[src/aps_pkg.sv]
// shared widths, codes, reset values and control types of the phase sequencer
package aps_pkg;

  localparam int FUNC_W     = 3;
  localparam int SECS_W     = 20;
  localparam int PHASE_W    = 3;
  localparam int CYC_W      = 2;
  localparam int TIME_W     = 16;
  localparam int ELAPSED_W  = 24;
  localparam int CFG_IDX_W  = 3;
  localparam int CFG_DATA_W = 24;

  // function codes
  localparam logic [FUNC_W-1:0] FN_CANCEL  = 3'd0;
  localparam logic [FUNC_W-1:0] FN_STOP    = 3'd1;
  localparam logic [FUNC_W-1:0] FN_GO      = 3'd2;
  localparam logic [FUNC_W-1:0] FN_LIGHT   = 3'd3;
  localparam logic [FUNC_W-1:0] FN_REGULAR = 3'd4;
  localparam logic [FUNC_W-1:0] FN_HEAVY   = 3'd5;
  localparam logic [FUNC_W-1:0] FN_ADVANCE = 3'd6;

  // phase codes
  localparam logic [PHASE_W-1:0] PH_IDLE  = 3'd0;
  localparam logic [PHASE_W-1:0] PH_PAUSE = 3'd1;
  localparam logic [PHASE_W-1:0] PH_WASH  = 3'd2;
  localparam logic [PHASE_W-1:0] PH_RINSE = 3'd3;
  localparam logic [PHASE_W-1:0] PH_DRY   = 3'd4;

  // cycle codes
  localparam logic [CYC_W-1:0] CYC_LIGHT   = 2'd0;
  localparam logic [CYC_W-1:0] CYC_REGULAR = 2'd1;
  localparam logic [CYC_W-1:0] CYC_HEAVY   = 2'd2;

  // configuration register indexes
  localparam logic [CFG_IDX_W-1:0] CFG_LIGHT_WASH   = 3'd0;
  localparam logic [CFG_IDX_W-1:0] CFG_REGULAR_WASH = 3'd1;
  localparam logic [CFG_IDX_W-1:0] CFG_HEAVY_WASH   = 3'd2;
  localparam logic [CFG_IDX_W-1:0] CFG_RINSE_TIME   = 3'd3;
  localparam logic [CFG_IDX_W-1:0] CFG_DRY_TIME     = 3'd4;
  localparam logic [CFG_IDX_W-1:0] CFG_ELAPSED_LIM  = 3'd5;

  // configuration reset values
  localparam logic [TIME_W-1:0]    RST_LIGHT_WASH   = 16'd600;
  localparam logic [TIME_W-1:0]    RST_REGULAR_WASH = 16'd1200;
  localparam logic [TIME_W-1:0]    RST_HEAVY_WASH   = 16'd1800;
  localparam logic [TIME_W-1:0]    RST_RINSE_TIME   = 16'd600;
  localparam logic [TIME_W-1:0]    RST_DRY_TIME     = 16'd1200;
  localparam logic [ELAPSED_W-1:0] RST_ELAPSED_LIM  = 24'd999999;

  localparam logic [ELAPSED_W-1:0] ELAPSED_MAX = '1;

  typedef struct packed {
    logic load;   // capture the incoming transaction
    logic exec;   // apply the function to the state
    logic step;   // one phase-spending step of an advance
    logic emit;   // load the result register
  } aps_cmd_t;

  typedef struct packed {
    logic spend_needed;  // advance on a running phase
    logic spend_last;    // this step finishes the advance
    logic out_free;      // result register can take a new result
  } aps_stat_t;

endpackage

[src/aps_in_if.sv]
// input channel: function code and advance seconds
interface aps_in_if;
  logic                         valid;
  logic                         ready;
  logic [aps_pkg::FUNC_W-1:0]   func;
  logic [aps_pkg::SECS_W-1:0]   advance_seconds;

  modport source (output valid, output func, output advance_seconds, input ready);
  modport sink   (input valid, input func, input advance_seconds, output ready);
endinterface

[src/aps_out_if.sv]
// result channel: phase, cycle, timer, elapsed count and flags
interface aps_out_if;
  logic                           valid;
  logic                           ready;
  logic [aps_pkg::PHASE_W-1:0]    phase;
  logic [aps_pkg::CYC_W-1:0]      selected_cycle;
  logic [aps_pkg::TIME_W-1:0]     seconds_left;
  logic [aps_pkg::ELAPSED_W-1:0]  elapsed_seconds;
  logic                           within_limit;
  logic                           select_rejected;

  modport source (output valid, output phase, output selected_cycle, output seconds_left,
                  output elapsed_seconds, output within_limit, output select_rejected,
                  input ready);
  modport sink   (input valid, input phase, input selected_cycle, input seconds_left,
                  input elapsed_seconds, input within_limit, input select_rejected,
                  output ready);
endinterface

[src/appliance_phase_sequencer.sv]
// top level of the wash-rinse-dry phase sequencer
//
// in_ch carries one button or time transaction (func, advance_seconds) and
// out_ch returns exactly one result transaction for each: phase, selected
// cycle, seconds left, elapsed seconds and the two flags, all taken after
// the transaction has been applied. cfg_we/cfg_idx/cfg_data write the phase
// times and the elapsed limit; write them only while no transaction is open.
// One transaction is worked at a time: it is captured, the function is
// applied, an advance on a running phase then takes phase-spending steps
// (one phase boundary per cycle), and last the result register is loaded.
// in_ch.ready returns in the cycle after the result is loaded. The result
// register holds while out_ch.ready is low; the next transaction is
// accepted and worked meanwhile and waits for the register to drain
// before it is loaded.
// Synchronous reset puts the block idle, regular cycle, timer and elapsed
// count zero, configuration at its defaults and out_ch.valid low.
module appliance_phase_sequencer (
  input  logic                            clk,
  input  logic                            rst_n,
  aps_in_if.sink                          in_ch,
  aps_out_if.source                       out_ch,
  input  logic                            cfg_we,
  input  logic [aps_pkg::CFG_IDX_W-1:0]   cfg_idx,
  input  logic [aps_pkg::CFG_DATA_W-1:0]  cfg_data
);

  aps_pkg::aps_cmd_t  cmd;
  aps_pkg::aps_stat_t stat;

  aps_ctrl u_ctrl (
    .clk      (clk),
    .rst_n    (rst_n),
    .in_valid (in_ch.valid),
    .in_ready (in_ch.ready),
    .stat     (stat),
    .cmd      (cmd)
  );

  aps_dpath u_dpath (
    .clk          (clk),
    .rst_n        (rst_n),
    .cmd          (cmd),
    .stat         (stat),
    .in_func      (in_ch.func),
    .in_secs      (in_ch.advance_seconds),
    .cfg_we       (cfg_we),
    .cfg_idx      (cfg_idx),
    .cfg_data     (cfg_data),
    .out_valid    (out_ch.valid),
    .out_ready    (out_ch.ready),
    .out_phase    (out_ch.phase),
    .out_cycle    (out_ch.selected_cycle),
    .out_left     (out_ch.seconds_left),
    .out_elapsed  (out_ch.elapsed_seconds),
    .out_within   (out_ch.within_limit),
    .out_rejected (out_ch.select_rejected)
  );

  // one transaction at a time
  a_single_item: assert property (@(posedge clk) disable iff (!rst_n)
    (in_ch.valid && in_ch.ready) |=> !in_ch.ready)
    else $error("transaction accepted while another is open");

  a_emit_valid: assert property (@(posedge clk) disable iff (!rst_n)
    cmd.emit |=> out_ch.valid)
    else $error("result loaded but not shown");

  a_idle_timer: assert property (@(posedge clk) disable iff (!rst_n)
    out_ch.valid |-> (out_ch.phase != aps_pkg::PH_IDLE || out_ch.seconds_left == '0))
    else $error("idle result with time left");

  a_cmd_onehot: assert property (@(posedge clk) disable iff (!rst_n)
    $onehot0({cmd.load, cmd.exec, cmd.step, cmd.emit}))
    else $error("overlapping controller commands");

endmodule

[src/aps_ctrl.sv]
// controller state machine: accept, execute, spend steps, emit
module aps_ctrl (
  input  logic                clk,
  input  logic                rst_n,
  input  logic                in_valid,
  output logic                in_ready,
  input  aps_pkg::aps_stat_t  stat,
  output aps_pkg::aps_cmd_t   cmd
);

  typedef enum logic [3:0] {
    ST_IDLE  = 4'b0001,
    ST_EXEC  = 4'b0010,
    ST_SPEND = 4'b0100,
    ST_EMIT  = 4'b1000
  } ctrl_state_t;

  ctrl_state_t state_r, state_nxt;

  always_comb begin
    state_nxt = state_r;
    cmd       = '0;
    in_ready  = 1'b0;
    unique case (state_r)
      ST_IDLE: begin
        in_ready = 1'b1;
        if (in_valid) begin
          cmd.load  = 1'b1;
          state_nxt = ST_EXEC;
        end
      end
      ST_EXEC: begin
        cmd.exec  = 1'b1;
        state_nxt = stat.spend_needed ? ST_SPEND : ST_EMIT;
      end
      ST_SPEND: begin
        cmd.step = 1'b1;
        if (stat.spend_last) begin
          state_nxt = ST_EMIT;
        end
      end
      ST_EMIT: begin
        // wait for the result register to drain
        if (stat.out_free) begin
          cmd.emit  = 1'b1;
          state_nxt = ST_IDLE;
        end
      end
      default: begin
        state_nxt = ST_IDLE;
      end
    endcase
  end

  always_ff @(posedge clk) begin
    if (!rst_n) begin
      state_r <= ST_IDLE;
    end else begin
      state_r <= state_nxt;
    end
  end

endmodule

[src/aps_dpath.sv]
// datapath: configuration, phase state, timer, elapsed counter and result register
module aps_dpath (
  input  logic                             clk,
  input  logic                             rst_n,
  input  aps_pkg::aps_cmd_t                cmd,
  output aps_pkg::aps_stat_t               stat,
  input  logic [aps_pkg::FUNC_W-1:0]       in_func,
  input  logic [aps_pkg::SECS_W-1:0]       in_secs,
  input  logic                             cfg_we,
  input  logic [aps_pkg::CFG_IDX_W-1:0]    cfg_idx,
  input  logic [aps_pkg::CFG_DATA_W-1:0]   cfg_data,
  output logic                             out_valid,
  input  logic                             out_ready,
  output logic [aps_pkg::PHASE_W-1:0]      out_phase,
  output logic [aps_pkg::CYC_W-1:0]        out_cycle,
  output logic [aps_pkg::TIME_W-1:0]       out_left,
  output logic [aps_pkg::ELAPSED_W-1:0]    out_elapsed,
  output logic                             out_within,
  output logic                             out_rejected
);

  localparam int TW = aps_pkg::TIME_W;
  localparam int EW = aps_pkg::ELAPSED_W;
  localparam int SW = aps_pkg::SECS_W;

  // configuration
  logic [TW-1:0] light_r, regular_r, heavy_r, rinse_r, dry_r;
  logic [EW-1:0] limit_r;

  // sequencer state
  logic [aps_pkg::PHASE_W-1:0] phase_r, phase_nxt, resume_r, resume_nxt;
  logic [aps_pkg::CYC_W-1:0]   cycle_r, cycle_nxt;
  logic [TW-1:0]               timer_r, timer_nxt;
  logic [EW-1:0]               elapsed_r, elapsed_nxt;

  // transaction under work
  logic [aps_pkg::FUNC_W-1:0]  func_r, func_nxt;
  logic [SW-1:0]               secs_r, secs_nxt;
  logic [SW-1:0]               rest_r, rest_nxt;
  logic                        rej_r, rej_nxt;

  logic                        out_valid_r, out_valid_nxt;
  logic [aps_pkg::PHASE_W-1:0] out_phase_r;
  logic [aps_pkg::CYC_W-1:0]   out_cycle_r;
  logic [TW-1:0]               out_left_r;
  logic [EW-1:0]               out_elapsed_r;
  logic                        out_within_r, out_rejected_r;

  logic                        running;
  logic [TW-1:0]               wash_time;
  logic                        rest_lt;
  logic [SW-1:0]               rest_sub;
  logic [aps_pkg::PHASE_W-1:0] adv_phase;
  logic [TW-1:0]               adv_time;
  logic [EW:0]                 elapsed_sum;
  logic [EW-1:0]               elapsed_sat;
  logic [aps_pkg::FUNC_W-1:0]  sel_off;

  assign running = (phase_r == aps_pkg::PH_WASH) || (phase_r == aps_pkg::PH_RINSE) ||
                   (phase_r == aps_pkg::PH_DRY);

  always_comb begin
    unique case (cycle_r)
      aps_pkg::CYC_LIGHT: wash_time = light_r;
      aps_pkg::CYC_HEAVY: wash_time = heavy_r;
      default:            wash_time = regular_r;
    endcase
  end

  // select codes map onto cycle codes in order
  assign sel_off = func_r - aps_pkg::FN_LIGHT;

  // one step of spending seconds against the phase timer
  assign rest_lt  = rest_r < {{(SW-TW){1'b0}}, timer_r};
  assign rest_sub = rest_r - {{(SW-TW){1'b0}}, timer_r};

  always_comb begin
    unique case (phase_r)
      aps_pkg::PH_WASH: begin
        adv_phase = aps_pkg::PH_RINSE;
        adv_time  = rinse_r;
      end
      aps_pkg::PH_RINSE: begin
        adv_phase = aps_pkg::PH_DRY;
        adv_time  = dry_r;
      end
      default: begin
        adv_phase = aps_pkg::PH_IDLE;
        adv_time  = '0;
      end
    endcase
  end

  assign elapsed_sum = {1'b0, elapsed_r} + {{(EW+1-SW){1'b0}}, secs_r};
  assign elapsed_sat = elapsed_sum[EW] ? aps_pkg::ELAPSED_MAX : elapsed_sum[EW-1:0];

  assign stat.spend_needed = (func_r == aps_pkg::FN_ADVANCE) && running;
  assign stat.spend_last   = rest_lt || (adv_phase == aps_pkg::PH_IDLE) || (rest_sub == '0);
  assign stat.out_free     = !out_valid_r || out_ready;

  always_comb begin
    phase_nxt   = phase_r;
    resume_nxt  = resume_r;
    cycle_nxt   = cycle_r;
    timer_nxt   = timer_r;
    elapsed_nxt = elapsed_r;
    func_nxt    = func_r;
    secs_nxt    = secs_r;
    rest_nxt    = rest_r;
    rej_nxt     = rej_r;

    if (cmd.load) begin
      func_nxt = in_func;
      secs_nxt = in_secs;
      rest_nxt = in_secs;
      rej_nxt  = 1'b0;
    end

    if (cmd.exec) begin
      unique case (func_r)
        aps_pkg::FN_CANCEL: begin
          phase_nxt = aps_pkg::PH_IDLE;
          timer_nxt = '0;
        end
        aps_pkg::FN_STOP: begin
          if (running) begin
            resume_nxt = phase_r;
            phase_nxt  = aps_pkg::PH_PAUSE;
          end
        end
        aps_pkg::FN_GO: begin
          if (phase_r == aps_pkg::PH_IDLE) begin
            phase_nxt = aps_pkg::PH_WASH;
            timer_nxt = wash_time;
          end else if (phase_r == aps_pkg::PH_PAUSE) begin
            phase_nxt = resume_r;
          end
        end
        aps_pkg::FN_LIGHT, aps_pkg::FN_REGULAR, aps_pkg::FN_HEAVY: begin
          if (phase_r == aps_pkg::PH_IDLE) begin
            cycle_nxt = sel_off[aps_pkg::CYC_W-1:0];
          end else begin
            rej_nxt = 1'b1;
          end
        end
        aps_pkg::FN_ADVANCE: begin
          elapsed_nxt = elapsed_sat;
        end
        default: begin
        end
      endcase
    end

    if (cmd.step) begin
      if (rest_lt) begin
        timer_nxt = timer_r - rest_r[TW-1:0];
        rest_nxt  = '0;
      end else begin
        rest_nxt  = rest_sub;
        phase_nxt = adv_phase;
        timer_nxt = adv_time;
      end
    end
  end

  assign out_valid_nxt = cmd.emit || (out_valid_r && !out_ready);

  always_ff @(posedge clk) begin
    if (!rst_n) begin
      light_r     <= aps_pkg::RST_LIGHT_WASH;
      regular_r   <= aps_pkg::RST_REGULAR_WASH;
      heavy_r     <= aps_pkg::RST_HEAVY_WASH;
      rinse_r     <= aps_pkg::RST_RINSE_TIME;
      dry_r       <= aps_pkg::RST_DRY_TIME;
      limit_r     <= aps_pkg::RST_ELAPSED_LIM;
      phase_r     <= aps_pkg::PH_IDLE;
      resume_r    <= aps_pkg::PH_IDLE;
      cycle_r     <= aps_pkg::CYC_REGULAR;
      timer_r     <= '0;
      elapsed_r   <= '0;
      func_r      <= aps_pkg::FN_CANCEL;
      rej_r       <= 1'b0;
      out_valid_r <= 1'b0;
    end else begin
      phase_r     <= phase_nxt;
      resume_r    <= resume_nxt;
      cycle_r     <= cycle_nxt;
      timer_r     <= timer_nxt;
      elapsed_r   <= elapsed_nxt;
      func_r      <= func_nxt;
      rej_r       <= rej_nxt;
      out_valid_r <= out_valid_nxt;
      if (cfg_we) begin
        unique case (cfg_idx)
          aps_pkg::CFG_LIGHT_WASH:   light_r   <= cfg_data[TW-1:0];
          aps_pkg::CFG_REGULAR_WASH: regular_r <= cfg_data[TW-1:0];
          aps_pkg::CFG_HEAVY_WASH:   heavy_r   <= cfg_data[TW-1:0];
          aps_pkg::CFG_RINSE_TIME:   rinse_r   <= cfg_data[TW-1:0];
          aps_pkg::CFG_DRY_TIME:     dry_r     <= cfg_data[TW-1:0];
          aps_pkg::CFG_ELAPSED_LIM:  limit_r   <= cfg_data[EW-1:0];
          default: begin
          end
        endcase
      end
    end
  end

  // payload registers
  always_ff @(posedge clk) begin
    secs_r <= secs_nxt;
    rest_r <= rest_nxt;
    if (cmd.emit) begin
      out_phase_r    <= phase_r;
      out_cycle_r    <= cycle_r;
      out_left_r     <= timer_r;
      out_elapsed_r  <= elapsed_r;
      out_within_r   <= elapsed_r <= limit_r;
      out_rejected_r <= rej_r;
    end
  end

  assign out_valid    = out_valid_r;
  assign out_phase    = out_phase_r;
  assign out_cycle    = out_cycle_r;
  assign out_left     = out_left_r;
  assign out_elapsed  = out_elapsed_r;
  assign out_within   = out_within_r;
  assign out_rejected = out_rejected_r;

endmodule

[src/flat_wrapper.sv]
// flat-port wrapper written by rule: the top's interface ports become plain ports
module appliance_phase_sequencer_flat 
  (clk, rst_n, cfg_we, cfg_idx, cfg_data, in_ch_valid, in_ch_func, in_ch_advance_seconds, in_ch_ready, out_ch_valid, out_ch_phase, out_ch_selected_cycle, out_ch_seconds_left, out_ch_elapsed_seconds, out_ch_within_limit, out_ch_select_rejected, out_ch_ready);
  aps_in_if in_ch_i ();
  aps_out_if out_ch_i ();
  input  logic clk;
  input  logic rst_n;
  input  logic cfg_we;
  input  logic [aps_pkg::CFG_IDX_W-1:0] cfg_idx;
  input  logic [aps_pkg::CFG_DATA_W-1:0] cfg_data;
  input wire logic [$bits(in_ch_i.valid)-1:0] in_ch_valid;
  input wire logic [$bits(in_ch_i.func)-1:0] in_ch_func;
  input wire logic [$bits(in_ch_i.advance_seconds)-1:0] in_ch_advance_seconds;
  output wire logic [$bits(in_ch_i.ready)-1:0] in_ch_ready;
  output wire logic [$bits(out_ch_i.valid)-1:0] out_ch_valid;
  output wire logic [$bits(out_ch_i.phase)-1:0] out_ch_phase;
  output wire logic [$bits(out_ch_i.selected_cycle)-1:0] out_ch_selected_cycle;
  output wire logic [$bits(out_ch_i.seconds_left)-1:0] out_ch_seconds_left;
  output wire logic [$bits(out_ch_i.elapsed_seconds)-1:0] out_ch_elapsed_seconds;
  output wire logic [$bits(out_ch_i.within_limit)-1:0] out_ch_within_limit;
  output wire logic [$bits(out_ch_i.select_rejected)-1:0] out_ch_select_rejected;
  input wire logic [$bits(out_ch_i.ready)-1:0] out_ch_ready;
  assign in_ch_i.valid = in_ch_valid;
  assign in_ch_i.func = in_ch_func;
  assign in_ch_i.advance_seconds = in_ch_advance_seconds;
  assign in_ch_ready = in_ch_i.ready;
  assign out_ch_valid = out_ch_i.valid;
  assign out_ch_phase = out_ch_i.phase;
  assign out_ch_selected_cycle = out_ch_i.selected_cycle;
  assign out_ch_seconds_left = out_ch_i.seconds_left;
  assign out_ch_elapsed_seconds = out_ch_i.elapsed_seconds;
  assign out_ch_within_limit = out_ch_i.within_limit;
  assign out_ch_select_rejected = out_ch_i.select_rejected;
  assign out_ch_i.ready = out_ch_ready;
  appliance_phase_sequencer u_core (.clk(clk), .rst_n(rst_n), .in_ch(in_ch_i), .out_ch(out_ch_i), .cfg_we(cfg_we), .cfg_idx(cfg_idx), .cfg_data(cfg_data));
endmodule
[config.mk]
export PLATFORM = sky130hd
export DESIGN_NAME = appliance_phase_sequencer_flat
export DESIGN_NICKNAME = d
export VERILOG_FILES = /design/src/aps_pkg.sv /design/src/aps_in_if.sv /design/src/aps_out_if.sv /design/src/appliance_phase_sequencer.sv /design/src/aps_ctrl.sv /design/src/aps_dpath.sv /design/src/flat_wrapper.sv
export SDC_FILE = /design/constraint.sdc
export NUM_CORES = 1
export LEC_CHECK = 0
export ABC_CLOCK_PERIOD_IN_PS = 4059
export BUFFER_PORTS_ARGS = -buffer_cell sky130_fd_sc_hd__buf_2
export CORE_ASPECT_RATIO = 0.75
export CORE_UTILIZATION = 60
export CTS_BUF_LIST = sky130_fd_sc_hd__clkbuf_8
export DETAILED_ROUTE_END_ITERATION = 8
export MAX_ROUTING_LAYER = met4
export PLACE_DENSITY_LB_ADDON = 0.3
export SLEW_MARGIN = 10
export SYNTH_ARGS = -nofsm -noshare
export SYNTH_HDL_FRONTEND = slang
export SYNTH_HIERARCHICAL = 1
export SYNTH_SLANG_ARGS = --single-unit
[constraint.sdc]
create_clock -name clk -period 4.06 [get_ports clk]
set_clock_uncertainty 0.1 [all_clocks]
set_input_delay 0.406 -clock clk [delete_from_list [all_inputs] [get_ports clk]]
set_output_delay 0.406 -clock clk [all_outputs]
set_load 0.01 [all_outputs]
Word level (Yosys, flattened, before mapping). Cells that the tools add are included.

$add $sub $neg: 4. $lt $le $gt $ge: 2. Equality and inequality tests: 24. Multiplexer cells: 35. Reduce and logical (&&, ||, !) cells: 31.

Operator list (number): 16-bit case mux with 2 select lines (3); 16-bit 2-to-1 mux (4); 20-bit 2-to-1 mux (3); 24-bit by 20-bit adder with 25-bit output (1); 24-bit <= comparator (1); 24-bit 2-to-1 mux (1); 20-bit logical NOT (1); 20-bit by 16-bit less-than comparator with 1-bit output (1); 20-bit by 16-bit subtractor with 20-bit output (1); 3-bit by 2-bit equality test with 1-bit output, second input constant (6); 3-bit equality test, second input constant (6); 3-bit 2-to-1 mux (6); 4-bit 2-to-1 mux (4); 4-bit case mux with 4 select lines (1); 16-bit subtractor (1); 2-bit AND reduction (7); 3-bit logical NOT (4); 3-bit AND reduction (4); 1-bit 2-to-1 mux (11); 3-bit by 1-bit equality test with 1-bit output, second input constant (3); 3-bit case mux with 3 select lines (1); 1-bit logical OR (6); 3-bit case mux with 2 select lines (1); 4-bit by 1-bit equality test with 1-bit output, second input constant (1); other kinds (14) (18).

Register bits after elaboration: 248. Input bits: 55. Output and inout port bits: 49. Word-level logic and storage cells: 119.

Logic depth before layout (Yosys ltp). Gate-level depths: netlist of run 1.

Depth in word-level cells: 8. Gate-level depth with buffers: 14. Mapped depth without buffers: 14.

Modules after synthesis. The synthesis of run 1 kept the hierarchy.

Modules (own cells, without submodules): aps_dpath (times used 1, cells each 1419, area each 12657.1 µm², sequential area each 5755.5 µm²); aps_ctrl (times used 1, cells each 32, area each 292.8 µm², sequential area each 80.1 µm²).

Worst setup path after synthesis of run 1. OpenSTA, ideal clock, no wires.

Path kind: register -> register. Start: register u_core.u_dpath.rest_r[0]. End: register u_core.u_ctrl.state_r[2]. Setup time: 115 ps. Arrival: 3164 ps. Required time: 3845 ps. Path slack: 680 ps. Cell stages (with the launch flop): 15. Path buffers: 0. Period minus slack after synthesis: 3380 ps. Path through: edfxtp_1 inv_1 ha_1 fa_1 nand2b_1 a21oi_1 xor2_1 o21bai_1 or4_1 or4_1 nor4b_1 nand4_1 o31ai_1 o22ai_1 and3_1.

RTL lines: start, declared (line aps_dpath.sv:39) `logic [SW-1:0] rest_r, rest_nxt;`; start signal, assigned (line aps_dpath.sv:211) `rest_r <= rest_nxt;`; end signal, assigned (line aps_ctrl.sv:59) `state_r <= state_nxt;`; end, declared (line aps_ctrl.sv:18) `ctrl_state_t state_r, state_nxt;`.

==> flow_metrics.tcl, run 1 <==
set metrics [dict create \
    clk_pin_slew_worst_paths_ns 0.07 \
    worstHoldPathType "in -> reg" \
    final_area_um2 14700 \
    setup_slack_ns 0.174 \
    grt_pass1_vias 10219 \
    synthTopCellsByCount "254 x nand2_1, 161 x dfxtp_1, 154 x a21oi_1" \
    core_area_um2 21100 \
    min_period_ns 3.89 \
    ys.flop_type "dfxtp_1" \
    synth_warnings 6 \
    fmax_mhz 257 \
    wire_per_inst_um 19.5 \
    path_max_fanout 5 \
    pwr-share-comb 0.094 \
    syn_area_um2 12900 \
    p_leak_nw 5.93 \
    io_buffers 103 \
    synthToLayoutAreaGrowth_pct 13.3 \
    criticalPathCategory "reg -> reg" \
    synth_compound_area_frac 0.182 \
    cp_top_family "simple AND/OR/NAND/NOR gates" \
    cts_tree "yes" \
    clock_sinks 248 \
    die_w_um 172 \
    power_mw 5.25 \
    antenna_cells 0 \
    multi_input_area_um2 6500 \
    yosysSeqAreaShare 0.451 \
    intPower_mw 3.90 \
    track_usage 0.343 \
    vias 11133 \
    synth-adder-area-share 0.0819 \
    netSwitchingFraction 0.257 \
    cp_num_buf_inv 1 \
    synth_area_leaders "dfxtp_1 25%, edfxtp_1 20%, ha_1 7.7%, nand2_1 7.4%, a21oi_1 6.0%" \
    synth_seq_cells 248 \
    drive_gt1_frac 0.139 \
    fp-row-count 46 \
    status "finished, final reports clean" \
    final_nets 1693 \
    drc 0 \
    synth_async_sr_flop_share 0 \
    htreeDepth 2 \
    syn_inst 1451 \
    synth-simple-area-share 0.178 \
    dp_hpwl_mm 25.5 \
    initial_core_util 0.613 \
    synth_xor_area_frac 0.0291 \
    cp.required_ns 4.39 \
    area.sequential_um2 5840 \
    slowest_delay_ns 0.51 \
    power.density_nw_per_um2 358 \
    synth_area_per_cell_um2 8.92 \
    drt_iter0_drc 1222 \
    via_per_inst 5.95 \
    worst_slew_pin_slew_ns 1.22 \
    irDropWorstVdd_mv 0.269 \
    ant_nets 0 \
    synth_mux_area_frac 0.0287 \
    maxSlewViolCount 0 \
    synth_top_family_by_area "compound AO/OA/AOI/OAI gates" \
    syn-num-nets 1589 \
    grt_max_degree 63 \
    die_y_um 129 \
    io_pins 104 \
    cpMaxStageDelayCell "or4_1" \
    cp_cell_sequence "inv_1 -> ha_1 -> nor2b_1 -> o31a_1 -> o21ai_1 -> a2bb2oi_1 -> or4_1 -> or4_1 -> nor4b_2 -> nand4_1 -> o31ai_2 -> o22ai_1 -> and3_1" \
    clk_latency_ns 0.55 \
    crit_path_start_kind "flip-flop" \
    drv_cap 0 \
    period_share 0.957 \
    cts.path.max_buffers 3 \
    seqPwrFrac 0.509 \
    clkPwrFrac 0.398 \
    finish.utilization 0.695 \
    rsz0062_at_grt "yes" \
    antenna_found_initial 0 \
    hold_viol 0 \
    cts_made_buffers 38 \
    setup-violations-final 0 \
    synth-edff-count 87 \
    clockRootBuffer "clkbuf_8" \
    netlist.area_leader.share 0.249 \
    cpMostUsedCell "or4_1" \
    fillers 1678 \
    first_pass_iters 6 \
    grt-ovfl-total 0 \
    postCtsSetupBuffers 0 \
    yosys.area.top_type "dfxtp_1" \
    grt_pass1_wl_mm 56.3 \
    slew_headroom 0.187 \
    synth.distinct_cells 74 \
    yosysMostFrequentCell "nand2_1" \
    die_area_um2 22200 \
    crit_path_end_kind "flip-flop" \
    placed_area_um2 13700 \
    pre_cts_ws_ns 0.143 \
    finalWirelength_mm 36.5 \
    gp_congestion 0.962 \
    switchingPower_mw 1.35 \
    cp.arrival_ns 4.22 \
]
area by class of cell:
type                       instances  area share
timing repair buffer             151      0.0648
clock buffer                      42      0.0394
inverter                          73      0.0187
sequential                       248       0.398
multi-input combinational       1043       0.443
tap                              288      0.0246
clock inverter                    26      0.0118
kinds of logic after synthesis:
kind of cell	Yosys count
and+or+nand+nor	503
DFF	248
adders and majority gates	83
xor gates and xnor gates	43
AOI/OAI and AO/OA	378
buffers and inverters	160
muxes	36
metal layers:
metal	routed length [um]	up-vias	GRT usage
li1	-	5324	-
met1	16700	5263	0.488
met2	16000	471	0.498
met3	2890	75	0.0528
met4	904	0	0.109
met5	0	-	-
worst paths after layout:
check                       startpoint                         end  slack (ns)  cells past startpoint
max reg2reg  u_core/u_dpath/timer_r[1]    u_core/u_ctrl/state_r[2]        0.17                     13
min                       cfg_data[17]  u_core/u_dpath/limit_r[17]        0.03                      3
max          u_core/u_dpath/timer_r[1]    u_core/u_ctrl/state_r[2]        0.17                     13
min reg2reg  u_core/u_dpath/heavy_r[2]   u_core/u_dpath/heavy_r[2]        0.35                      2
registers in the layout, summed over array words and instances (netlist names), 20 cells and up:
signal and cells:
u_core/u_dpath/elapsed_r 24, u_core/u_dpath/limit_r 24, u_core/u_dpath/out_elapsed 24, u_core/u_dpath/rest_r 20, u_core/u_dpath/secs_r 20
metrics by stage:
stage / cells / setup TNS (ns) / hold slack, ns
floorplan: 1451 / 0 / 0.306
global placement: 1778 / 0 / 0.339
detailed placement: 1778 / 0 / 0.346
CTS: 1871 / 0 / 0.000673
global route: 1871 / -0.0147 / 0.0108
finish: 1871 / 0 / 0.0313
power groups by stage:
| stage | clock [mW] | combinational, mW | sequential [mW] |
|---|---|---|---|
| 3_3_place_gp | 0 | 0.452 | 2.72 |
| 2_1_floorplan | 0 | 0.315 | 2.70 |
| 4_1_cts | 2.11 | 0.479 | 2.67 |
| 3_5_place_dp | 0 | 0.456 | 2.72 |
| 5_1_grt | 2.22 | 0.534 | 2.67 |
| 6_report | 2.09 | 0.491 | 2.67 |
cell usage in the layout, fill, tap and decap left out, types with 5 or more instances in the layout:
master	synthesis	layout
o211ai_1	16	16
dfxtp_1	161	161
clkbuf_8	0	42
buf_4	0	22
nor2b_1	15	14
o2bb2ai_1	10	10
mux2_2	9	9
ha_1	80	80
and2_1	5	5
a21o_1	20	20
buf_2	3	103
or3_1	5	5
dlygate4sd3_1	0	25
a31oi_1	15	15
xnor2_1	31	31
o21a_1	17	17
nor2_1	79	78
inv_1	72	84
edfxtp_1	87	87
nand2b_1	10	10
nor3_2	7	8
o31ai_1	6	5
nand3_1	39	39
o21ai_1	10	10
xor2_1	12	12
a211oi_1	24	24
o21ai_0	58	58
nor3_1	39	38
and3_1	12	11
nand2_1	254	254
a21oi_1	154	154
mux2i_1	27	27
clkinv_2	0	6
nand4_1	10	10
worst reg2reg max path, delay by kind of cell (launching register included):
kind,cells,cell delay [ns]
simple gates,6,1.86
compound gates,5,0.94
flops,1,0.43
fa+ha+maj,1,0.31
buf+inv,1,0.11
timing repair:
action / 4_1_cts / 5_1_grt
endpoints found under the setup margin: 0 / 10
endpoints found under the hold margin: 25 / 0
resized for setup: 0 / 3
hold buffers: 25 / 0
No activity file was read; power rests on OpenSTA's default activity.
==> run 2, diff against run 1 <==
SYNTH_HIERARCHICAL = not set   (was 1)
==> flow_metrics.tcl, run 2 <==
set metrics [dict create \
    dp_hpwl_mm 26.1 \
    cp.arrival_ns 3.52 \
    crit_path_end_kind "flip-flop" \
    antenna_cells 0 \
    fmax_mhz 301 \
    postCtsSetupBuffers 0 \
    irDropWorstVdd_mv 0.299 \
    period_share 0.818 \
    netSwitchingFraction 0.308 \
    cts_tree "yes" \
    die_y_um 130 \
    synth.distinct_cells 86 \
    slew_headroom 0.221 \
    pwr-share-comb 0.191 \
    rsz0062_at_grt "no" \
    switchingPower_mw 1.87 \
    synth_area_leaders "dfxtp_1 25%, edfxtp_1 20%, nand2_1 8.2%, ha_1 7.7%, a21oi_1 6.7%" \
    clockRootBuffer "clkbuf_8" \
    synthTopCellsByCount "287 x nand2_1, 175 x a21oi_1, 161 x dfxtp_1" \
    hold_end "u_core.u_dpath.secs_r[16]" \
    gp_congestion 0.977 \
    setup_tns_ns 0 \
    setup-violations-final 0 \
    netlist.area_leader.share 0.247 \
    hold_viol 0 \
    rr_startpoint "u_core.u_dpath.timer_r[3]" \
    track_usage 0.342 \
    power.density_nw_per_um2 413 \
    hp-start "in_ch_advance_seconds[16]" \
    via_per_inst 5.99 \
    clkPwrFrac 0.338 \
    antenna_found_initial 0 \
    clock_sinks 248 \
    path_max_fanout 18 \
    drv_cap 0 \
    synth-edff-count 87 \
    worst_slew_pin_slew_ns 1.16 \
    cp_cell_sequence "inv_1 -> ha_1 -> o21ai_1 -> a21oi_1 -> o311ai_1 -> o211ai_1 -> a21oi_2 -> buf_4 -> nor3_2 -> a21oi_1 -> o21ai_1" \
    die_area_um2 22400 \
    final_area_um2 14700 \
    fp-row-count 46 \
    setup_slack_ns 0.740 \
    cts_made_buffers 40 \
    htreeDepth 2 \
    grt_pass1_vias 10572 \
    wire_per_inst_um 19.5 \
    drt_iter0_drc 1165 \
    synth_seq_cells 248 \
    intPower_mw 4.21 \
    seqPwrFrac 0.471 \
    maxSlewViolCount 0 \
    finish.utilization 0.694 \
    io_pins 104 \
    layout_commonest_cell "nand2_1" \
    ys.flop_type "dfxtp_1" \
    syn_inst 1473 \
    cp_top_family "compound AO/OA/AOI/OAI gates" \
    slowest_delay_ns 0.72 \
    worstHoldPathType "in -> reg" \
    die_w_um 172 \
    grt_pass1_wl_mm 56.9 \
    regToRegSetupSlack_ns 0.74 \
    syn_area_um2 13100 \
    cpMaxStageDelayCell "a21oi_2" \
    rr_worst_depth 11 \
    crit_path_start_kind "flip-flop" \
    yosys.area.top_type "dfxtp_1" \
    io_buffers 103 \
    cp_num_buf_inv 2 \
    placed_area_um2 13700 \
    drive_gt1_frac 0.130 \
    syn-num-nets 1611 \
    pre_cts_ws_ns 0.796 \
    first_pass_iters 5 \
    yosysSeqAreaShare 0.447 \
    criticalPathCategory "reg -> reg" \
    fillers 1699 \
    p_leak_nw 5.69 \
    synth_warnings 0 \
    clk_latency_ns 0.56 \
    status "finished, final reports clean" \
    cts.path.max_buffers 3 \
    yosysMostFrequentCell "nand2_1" \
    synth_async_sr_flop_share 0 \
    synth_area_per_cell_um2 8.87 \
    layout_common_cells "287 x nand2_1, 175 x a21oi_1, 161 x dfxtp_1, 103 x buf_2, 88 x inv_1" \
    finalWirelength_mm 37.1 \
    final_nets 1718 \
    cp.required_ns 4.26 \
    hold_depth 1 \
    initial_core_util 0.615 \
    clk_pin_slew_worst_paths_ns 0.06 \
    drc 0 \
    r2r_end "u_core.u_dpath.rest_r[19]" \
    min_period_ns 3.32 \
    ant_nets 0 \
    core_area_um2 21200 \
    grt-ovfl-total 0 \
    synthToLayoutAreaGrowth_pct 12.9 \
    vias 11378 \
    grt_max_degree 61 \
]
## run 2: how the worst max path moves through the flow
| stage | start | endpoint | slack (ns) | depth (start not counted) |
|---|---|---|---|---|
| floorplan | u_core.u_ctrl.state_r[2] | u_core.u_dpath.out_cycle[0] | 0.15 | 2 |
| global placement | u_core.u_dpath.timer_r[7] | u_core.u_dpath.rest_r[19] | 0.86 | 11 |
| detailed placement | u_core.u_dpath.timer_r[3] | u_core.u_dpath.rest_r[19] | 0.80 | 11 |
| CTS | u_core.u_dpath.elapsed_r[0] | u_core.u_dpath.elapsed_r[6] | 0.77 | 11 |
| global route | u_core.u_dpath.timer_r[3] | u_core.u_dpath.rest_r[19] | 0.53 | 11 |
| finish | u_core.u_dpath.timer_r[3] | u_core.u_dpath.rest_r[19] | 0.74 | 11 |
## run 2: through the flow
step           power, mW  hold WS [ns]  std cells
4_1_cts             6.07      0.000533       1900
2_1_floorplan       3.67         0.306       1473
6_report            6.08        0.0307       1900
5_1_grt             6.32       0.00597       1900
3_5_place_dp        4.02         0.345       1797
3_3_place_gp        4.00         0.341       1797
## run 2: power by group through the flow
stage	Combinational, mW	Clock, mW	Sequential [mW]
after global routing	1.26	2.18	2.87
after global placement	1.10	0	2.90
final	1.16	2.05	2.86
after floorplan	0.781	0	2.89
after CTS	1.14	2.07	2.86
after detailed placement	1.11	0	2.91
## run 2: layout make-up
class	count	area (um^2)	area share
clock buffer	46	633	0.0429
clock inverter	28	120	0.00815
inverter	75	282	0.0191
multi-input combinational	1070	6610	0.448
sequential	248	5840	0.396
tap	288	360	0.0244
timing repair buffer	145	903	0.0613
## run 2: timing repair
item,in CTS,in global routing
gates resized for setup,0,0
hold buffers,29,0
endpoints found under the hold margin,29,0
## run 2: logic make-up (layout without fill, tap and decap cells)
| family | after synthesis | count (layout) | share of synthesized area |
|---|---|---|---|
| AOI/OAI and AO/OA | 392 | 392 | 0.188 |
| xor gates and xnor gates | 44 | 44 | 0.0295 |
| adders and majority gates | 83 | 83 | 0.0812 |
| buffers and inverters | 155 | 294 | 0.0491 |
| DFF | 248 | 248 | 0.447 |
| muxes | 33 | 33 | 0.0255 |
| and+or+nand+nor | 518 | 518 | 0.180 |
## run 2: layer usage
layer	GRT usage	wire, um
met1	0.461	16300
met2	0.526	17000
met3	0.0567	2840
met4	0.112	898
met5	-	0
==> run 3, diff against run 2 <==
ABC_CLOCK_PERIOD_IN_PS = 2700   (was 4059)
CORE_UTILIZATION = 56   (was 60)
clock period = 2.7 ns   (was 4.06 ns; I/O delays follow)
==> flow_metrics.tcl, run 3 (same netlist as run 2, synthesis figures left out) <==
set metrics [dict create \
    crit_path_end_kind "flip-flop" \
    clk_pin_slew_worst_paths_ns 0.07 \
    maxSlewViolCount 0 \
    grt_pass1_wl_mm 61.4 \
    wl_met2_mm 18.4 \
    final_nets 1887 \
    clk_latency_ns 0.56 \
    initial_core_util 0.581 \
    setup-violations-final 22 \
    path_max_fanout 7 \
    cts.path.max_buffers 3 \
    gp_congestion 1.07 \
    die_w_um 178 \
    irDropWorstVdd_mv 0.477 \
    hold_viol 0 \
    rsz0062_at_grt "yes" \
    clockRootBuffer "clkbuf_8" \
    drt_iter0_drc 1238 \
    die_y_um 134 \
    cp.required_ns 3.08 \
    grt-ovfl-total 0 \
    min_period_ns 2.74 \
    criticalPathCategory "reg -> reg" \
    violations "setup timing" \
    htreeDepth 2 \
    clock_sinks 248 \
    drt-met1-wl_mm 17.5 \
    via_per_inst 5.90 \
    crit_path_start_kind "flip-flop" \
    placedCellCount 1930 \
    wl_met3_mm 3.33 \
    track_usage 0.341 \
    fillers 1647 \
    layout_common_cells "285 x nand2_1, 159 x a21oi_1, 158 x dfxtp_1, 150 x buf_4, 103 x buf_2" \
    antenna_cells 0 \
    drc 0 \
    fp-row-count 47 \
    worstHoldPathType "in -> reg" \
    io_pins 104 \
    period_share 1.01 \
    antenna_found_initial 0 \
    synthToLayoutAreaGrowth_pct 28.4 \
    top_layer "met4" \
    power.density_nw_per_um2 590 \
    grt_pass1_vias 11407 \
    setup_slack_ns -0.0385 \
    io_buffers 103 \
    worst_slew_pin_slew_ns 0.758 \
    fmax_mhz 365 \
    drv_cap 0 \
    ant_nets 0 \
    vias 12228 \
    first_pass_iters 5 \
    core_area_um2 22500 \
    die_area_um2 23900 \
    finalWirelength_mm 40.5 \
    pre_cts_ws_ns -0.222 \
    cts_made_buffers 40 \
    area.sequential_um2 5840 \
    cts_tree "yes" \
    grt_max_degree 52 \
    multi_input_area_um2 7180 \
    drive_gt1_frac 0.254 \
    dp_hpwl_mm 28.5 \
    layout_commonest_cell "nand2_1" \
    wire_per_inst_um 19.5 \
    slew_headroom 0.494 \
    cp.arrival_ns 3.12 \
    status "complete, but fails checks" \
    p_leak_nw 6.66 \
    layoutNonFillerInstCount 2074 \
]
## run 3: metrics by stage
stage | hold WS, ns | instance area, um^2 | setup TNS [ns] | power (mW) | utilization
after floorplan | 0.269 | 13100 | 0 | 5.52 | -
after global placement | 0.324 | 14700 | -1.34 | 6.36 | 0.653
after detailed placement | 0.320 | 14700 | -3.96 | 6.36 | 0.653
after CTS | 0.0328 | 16100 | -0.0208 | 9.68 | 0.718
after global routing | 0.0720 | 16800 | -3.73 | 10.3 | 0.747
final | 0.0642 | 16800 | -0.408 | 9.90 | 0.747
## run 3: where the power goes
part / switching (mW) / leakage, nW / internal, mW
sequential: 0.163 / 2.07 / 4.14
combinational: 1.33 / 4.14 / 1.04
clock: 1.58 / 0.450 / 1.64
total: 3.08 / 6.66 / 6.82
## run 3: critical path, stage by stage (launching register included)
cell and delay [ns]:
edfxtp_1 0.33, ha_2 0.18, inv_1 0.05, fa_2 0.34, nand2b_4 0.16, a211oi_4 0.22, o21ai_2 0.09, a21oi_2 0.18
nor3_2 0.09, o41ai_4 0.49, clkinv_2 0.25, a21oi_1 0.19
## run 3: final timing paths
kind                                                from                     endpoint  slack (ns)  cells after the start
worst min register to register      u_core.u_dpath.rej_r  u_core.u_dpath.out_rejected        0.35                      0
worst max register to register  u_core.u_dpath.secs_r[0]  u_core.u_dpath.elapsed_r[1]       -0.04                     11
worst max-delay path            u_core.u_dpath.secs_r[0]  u_core.u_dpath.elapsed_r[1]       -0.04                     11
worst min-delay path                        out_ch_ready     u_core.u_dpath.out_valid        0.06                      4
## run 3: metal layers
layer,vias up,global-route usage
li1,5751,-
met4,0,0.118
met5,-,-
met3,95,0.0541
met2,579,0.522
met1,5803,0.457
## run 3: what timing repair did
| action | in CTS | in global routing |
|---|---|---|
| endpoints found under the hold margin | 138 | 0 |
| resized for setup | 24 | 95 |
| cloned | 0 | 2 |
| setup endpoints to repair | 49 | 52 |
| hold buffers | 48 | 0 |
| setup buffers | 6 | 15 |
| pin swaps | 14 | 45 |
## run 3: final cells by class
cell class,count,area share
Inverter,75,0.0176
Multi-Input combinational cell,1070,0.428
Clock buffer,48,0.0394
Timing Repair Buffer,313,0.137
Sequential cell,248,0.348
Timing Repair inverter,1,0.000298
Clock inverter,25,0.00783
Tap cell,294,0.0219
